**src/rtl/gdc_pkg.sv**
```systemverilog
// Shared types, constants and register indexes of the depth-first connectivity block.
package gdc_pkg;

  localparam int MaxNodes  = 32;
  localparam int MaxDegree = 32;
  localparam int NodeLimit = (MaxNodes < 32) ? MaxNodes : 32;

  localparam int NodeW   = 5;                         // vertex number field
  localparam int SlotW   = $clog2(MaxDegree);         // slot within a neighbor list
  localparam int DegW    = $clog2(MaxDegree + 1);     // degree count
  localparam int DepthW  = $clog2(MaxNodes + 1);      // stack depth, visit total
  localparam int CntW    = 6;                         // node_count register
  localparam int CfgW    = 6;                         // widest register
  localparam int AdjW    = NodeW + SlotW;             // neighbor memory address
  localparam int AdjDepth = MaxNodes * MaxDegree;

  localparam logic CfgNodeCount = 1'b0;
  localparam logic CfgStartNode = 1'b1;

  localparam logic CmdAddEdge = 1'b0;
  localparam logic CmdRun     = 1'b1;

  localparam logic StatVisit  = 1'b0;
  localparam logic StatReject = 1'b1;

  typedef struct packed {
    logic             command;
    logic [NodeW-1:0] from_node;
    logic [NodeW-1:0] to_node;
  } edge_req_t;

  typedef struct packed {
    logic             status;
    logic [NodeW-1:0] visited_node;
    logic [NodeW-1:0] visit_index;
    logic             is_last;
    logic             connected;
  } result_t;

  typedef struct packed {
    logic add_edge;    // append edge to its source list
    logic reject;      // emit a rejection (edge or bad start)
    logic run_begin;   // clear marks, visit start vertex
    logic fetch;       // read next neighbor of stack top, advance its position
    logic pop;         // drop stack top
    logic visit;       // visit fetched neighbor
    logic finish;      // flush last report with is_last and connected
    logic clear_lists; // zero all degree counts
  } ctrl_cmd_t;

  typedef struct packed {
    logic edge_ok;
    logic start_ok;
    logic has_next;
    logic last_pop;
    logic can_visit;
  } ctrl_sts_t;

endpackage

```
**src/rtl/gdc_ctrl.sv**
```systemverilog
// Sequencer of the depth-first walk: decides each cycle's datapath command.
module gdc_ctrl (
  input  logic                clk_i,
  input  logic                rst_ni,
  input  logic                start,
  input  logic                command_i,
  input  gdc_pkg::ctrl_sts_t  sts_i,
  output gdc_pkg::ctrl_cmd_t  cmd_o,
  output logic                busy
);
  import gdc_pkg::*;

  typedef enum logic [1:0] {
    StIdle,
    StCheck,
    StFetch
  } state_e;

  state_e state_q, state_d;
  logic   busy_q, busy_d;

  always_comb begin
    cmd_o   = '0;
    state_d = state_q;
    case (state_q)
      StIdle: begin
        if (start) begin
          if (command_i == CmdAddEdge) begin
            if (sts_i.edge_ok) begin
              cmd_o.add_edge = 1'b1;
            end else begin
              cmd_o.reject = 1'b1;
            end
          end else if (sts_i.start_ok) begin
            cmd_o.run_begin = 1'b1;
            state_d         = StCheck;
          end else begin
            cmd_o.reject      = 1'b1;
            cmd_o.clear_lists = 1'b1;
          end
        end
      end
      StCheck: begin
        if (sts_i.has_next) begin
          cmd_o.fetch = 1'b1;
          state_d     = StFetch;
        end else begin
          cmd_o.pop = 1'b1;
          if (sts_i.last_pop) begin
            cmd_o.finish      = 1'b1;
            cmd_o.clear_lists = 1'b1;
            state_d           = StIdle;
          end
        end
      end
      StFetch: begin
        cmd_o.visit = sts_i.can_visit;
        state_d     = StCheck;
      end
      default: begin
        state_d = StIdle;
      end
    endcase
    busy_d = (state_d != StIdle);
  end

  always_ff @(posedge clk_i or negedge rst_ni) begin
    if (!rst_ni) begin
      state_q <= StIdle;
      busy_q  <= 1'b0;
    end else begin
      state_q <= state_d;
      busy_q  <= busy_d;
    end
  end

  assign busy = busy_q;

endmodule

```
**config.mk**
```make
export PLATFORM = sky130hd
export DESIGN_NAME = gdc_ctrl
export DESIGN_NICKNAME = d
export VERILOG_FILES = /design/src/rtl/gdc_pkg.sv /design/src/rtl/gdc_ctrl.sv
export SDC_FILE = /design/constraint.sdc
export NUM_CORES = 1
export LEC_CHECK = 0
export ABC_AREA = 1
export BUFFER_PORTS_ARGS = -buffer_cell sky130_fd_sc_hd__buf_4
export CAP_MARGIN = 20
export CORE_AREA = 2 2 39 41
export CTS_CLUSTER_DIAMETER = 80
export DETAILED_ROUTE_END_ITERATION = 8
export DIE_AREA = 0 0 41 43
export GPL_TIMING_DRIVEN = 1
export PLACE_DENSITY_LB_ADDON = 0.12
export SKIP_LAST_GASP = 1
export SLEW_MARGIN = 10
export SYNTH_ARGS = -nofsm -noshare
export SYNTH_HDL_FRONTEND = slang
export SYNTH_SLANG_ARGS = --single-unit
export TNS_END_PERCENT = 50
```
**constraint.sdc**
```tcl
create_clock -name clk_i -period 0.8 [get_ports clk_i]
set_input_delay 0.12 -clock clk_i [delete_from_list [all_inputs] [get_ports clk_i]]
set_output_delay 0.12 -clock clk_i [all_outputs]
set_load 0.005 [all_outputs]
```
==> flow_summary.rst <==
.. list-table::
   :header-rows: 1

   * - Metric
     - Value
   * - Status
     - finished with violations
   * - Violations in the final reports
     - setup timing
   * - Total I/O pin count
     - 18
   * - Syn_nets
     - 42
   * - Total vias in the final route
     - 273
   * - Min setup slack post-route
     - -423.5 ps
   * - Category of the worst setup path capture point
     - primary output
   * - TritonCTS Sinks
     - 3
   * - Pin count of the biggest net entering global routing
     - 5
   * - Global route total overflow
     - 0
   * - Area of the placeable core
     - 0.001384 mm^2
   * - Clk_lat worst skew
     - 230 ps
   * - Die height
     - 43 um
   * - Req. time, crit path
     - 680 ps
   * - Post-synthesis mux area share
     - 0%
   * - Via density per instance
     - 3.689
   * - Fill cells
     - 160
   * - Worst slew pin tran
     - 161.5 ps
   * - Worst slack at placement
     - -205.6 ps
   * - Drt drc
     - 0
   * - Cell area after synthesis
     - 212.7 um^2
   * - Post-Syn Area per Cell
     - 6.446 um^2
   * - Router iterations before antenna repair
     - 2
   * - DR WL met2
     - 284 um
   * - Power density cells
     - 1657 mW/mm^2
   * - Finished Layout Cells
     - 74
   * - Clock-pin slew on the worst setup and hold paths
     - 40 ps
   * - DRC marker count from the first detailed-route iteration
     - 1
   * - Clock root buffer
     - clkbuf_4
   * - Number of antenna diodes
     - 0
   * - Layout Nets
     - 68
   * - Cells after synthesis
     - 33
   * - Floorplan die area
     - 0.001763 mm^2
   * - Area of combinational cells with multiple inputs
     - 122.6 um^2
   * - Shortest period the worst path allows
     - 1224 ps
   * - Post-synthesis share of cell area spent on xor and xnor gates
     - 0%
   * - Dpl hpwl
     - 476.4 um
   * - Crit path cell chain
     - inv_2, nand2_4, nor2_4, nand2_2, o21ai_0, buf_4
   * - Fraction of the yosys area taken by sequential cells
     - 35.29%
   * - Hold Violations, Final
     - 0
   * - Path type of the worst min-delay path
     - primary input to flop
   * - Maximum achievable frequency
     - 817.3 MHz
   * - Worst slew margin relative to its limit
     - 89.23%
   * - Final setup viols
     - 12
   * - Routed len/inst
     - 7.405 um
   * - Met3 wire length
     - 63 um
   * - Highest cell delay on the worst timing path
     - 370 ps
   * - Met1 Routed Length
     - 200 um
   * - Width of the die
     - 41 um
   * - Initial core utilization
     - 15.37%
   * - Buffers and inverters on the worst path
     - 2
   * - Largest cells by area after synthesis
     - dfrtp_1 35%, nand2_1 14%, inv_1 11%, nand3_1 7.1%, nor2_1 7.1%
   * - Number of warnings reported in the yosys synthesis log
     - 0
   * - Area taken by flip-flops and latches
     - 75.07 um^2
   * - Post-synthesis compound-gate area fraction
     - 2.353%
   * - Arr. time, crit path
     - 1100 ps
   * - Placed cell count
     - 69
   * - Initial antenna violation count
     - 0
   * - Global-route wire length before repair
     - 897 um
   * - Total Wirelength
     - 548 um
   * - Crit start category
     - flop
   * - Share of layout cells above drive strength 1
     - 56.90%
   * - Overall global routing resource usage
     - 7.739%
   * - Dominant cell type by area after synthesis
     - dfrtp_1
   * - Number of H-tree levels
     - 1
   * - Register bit count reported by yosys
     - 3
   * - Number of buffers inserted by port buffering
     - 17
   * - Num CTS Buffers
     - 3
   * - Last weighted congestion value of the routability-driven placer
     - 0.5676
   * - Worst slack on hold paths
     - 166.4 ps
   * - Setup repair after global routing missed its margin
     - yes
   * - Area growth from synthesis to layout
     - 104.1%
   * - Row count
     - 14
   * - Max-slew violation count
     - 0
   * - Final Skew
     - 2.091 ps
   * - Highest Signal Layer
     - met3
   * - Count of max-cap constraint violations
     - 0
   * - Setup CP Type
     - flop to primary output
   * - Standard cell with the maximum stage delay on the critical path
     - dfrtp_1
   * - CP delay by family, top
     - flip-flops
   * - Synth cell types
     - 11
   * - Number of global-route vias before repair
     - 248
   * - Share of synthesized cell area in full adder, half adder and majority cells
     - 0%
   * - Clock buffer depth
     - 2
   * - Largest voltage drop on the vdd net
     - 0.8687 mV
   * - CTS tree
     - built
   * - Fraction of the cycle the final worst path needs
     - 152.9%
   * - Critical Path Fanout Max
     - 4
   * - Post-synthesis share of cell area spent on and, or, nand and nor gates
     - 48.24%
   * - Leakage power total
     - 0.0002750 uW
   * - Antenna violation net count after detailed routing
     - 0
   * - Combinational family with the most area after synthesis
     - simple AND/OR/NAND/NOR gates
   * - Proportion of netlist area held by the largest area contributor
     - 35.29%
   * - Total setup buffers inserted after CTS
     - 0
## logic make-up after synthesis
kind of cell	count (synthesis)
AO/OA/AOI/OAI	1
flip-flops	3
AND/OR/NAND/NOR	21
buffers and inverters	8
## power by group
group	internal (uW)	switching, uW	leakage [uW]	total (uW)
Combinational	144	117	0.000220	261
Clock	187	75.0	0.0000150	262
Sequential	179	18.3	0.0000396	197
Total	510	210	0.000275	720
## registers in the layout, summed over array words and instances, names as in the netlist
register / count
state_q: 2
busy: 1
## final cells by class
type / instances / share of cell area, %
Timing Repair Buffer: 21 / 36.89
Multi-Input combinational cell: 22 / 28.24
Sequential cell: 3 / 17.29
Inverter: 8 / 6.916
Clock buffer: 4 / 6.052
Tap cell: 16 / 4.611
## routing by layer
metal  GRT usage, %  vias up
li1               -      149
met1          7.742      114
met2          11.88       10
met3          4.712        0
met4          4.000        0
met5              0        -
## cell usage in the layout (no fill, tap or decap), drive strengths merged
| cell type | count |
|---|---|
| and3 | 1 |
| buf | 20 |
| clkbuf | 4 |
| dfrtp | 3 |
| dlygate4sd3 | 1 |
| inv | 8 |
| nand2 | 10 |
| nand3 | 3 |
| nor2 | 7 |
| o21ai | 1 |
## final timing paths
check	startpoint	end	cells after the start	slack [ps]
max	state_q[1]$_DFF_PN0_	cmd_o[0]	6	-420
min	sts_i[2]	busy$_DFF_PN0_	3	170
max reg2reg	state_q[1]$_DFF_PN0_	busy$_DFF_PN0_	6	-140
min reg2reg	state_q[1]$_DFF_PN0_	state_q[0]$_DFF_PN0_	4	660
max in group asynchronous	rst_ni	state_q[0]$_DFF_PN0_	2	490
min in group asynchronous	rst_ni	state_q[1]$_DFF_PN0_	2	210
## timing repair
item                       4_1_cts  5_1_grt
resized for setup                3        1
hold endpoints to repair         3        0
setup endpoints to repair       12       12
hold buffers                     1        0
pin swaps                        1        0
## worst reg2reg max path: stages, from the launching register on
cell	delay [ps]
dfrtp_1	370
inv_2	100
nand2_4	60
nor2_4	90
buf_4	110
nand2_1	60
nand3_1	80
## cells in the mapped netlist (all sizes together)
master	n
and3	1
dfrtp	3
inv	8
nand2	10
nand3	3
nor2	7
o21ai	1
## metrics by stage
step | instance area [um^2] | TNS [ps] | power (uW) | utilization [%]
final | 434.2 | -3356 | 719.5 | 31.37
after global routing | 434.2 | -4303 | 803.0 | 31.37
after CTS | 429.2 | -3498 | 737.0 | 31.01
after detailed placement | 382.9 | -1421 | 445.2 | 27.67
after global placement | 382.9 | -1384 | 446.1 | 27.67
after floorplan | 212.7 | -136.7 | 302.0 | -
Note: power is estimated with default switching activity, not from simulation.
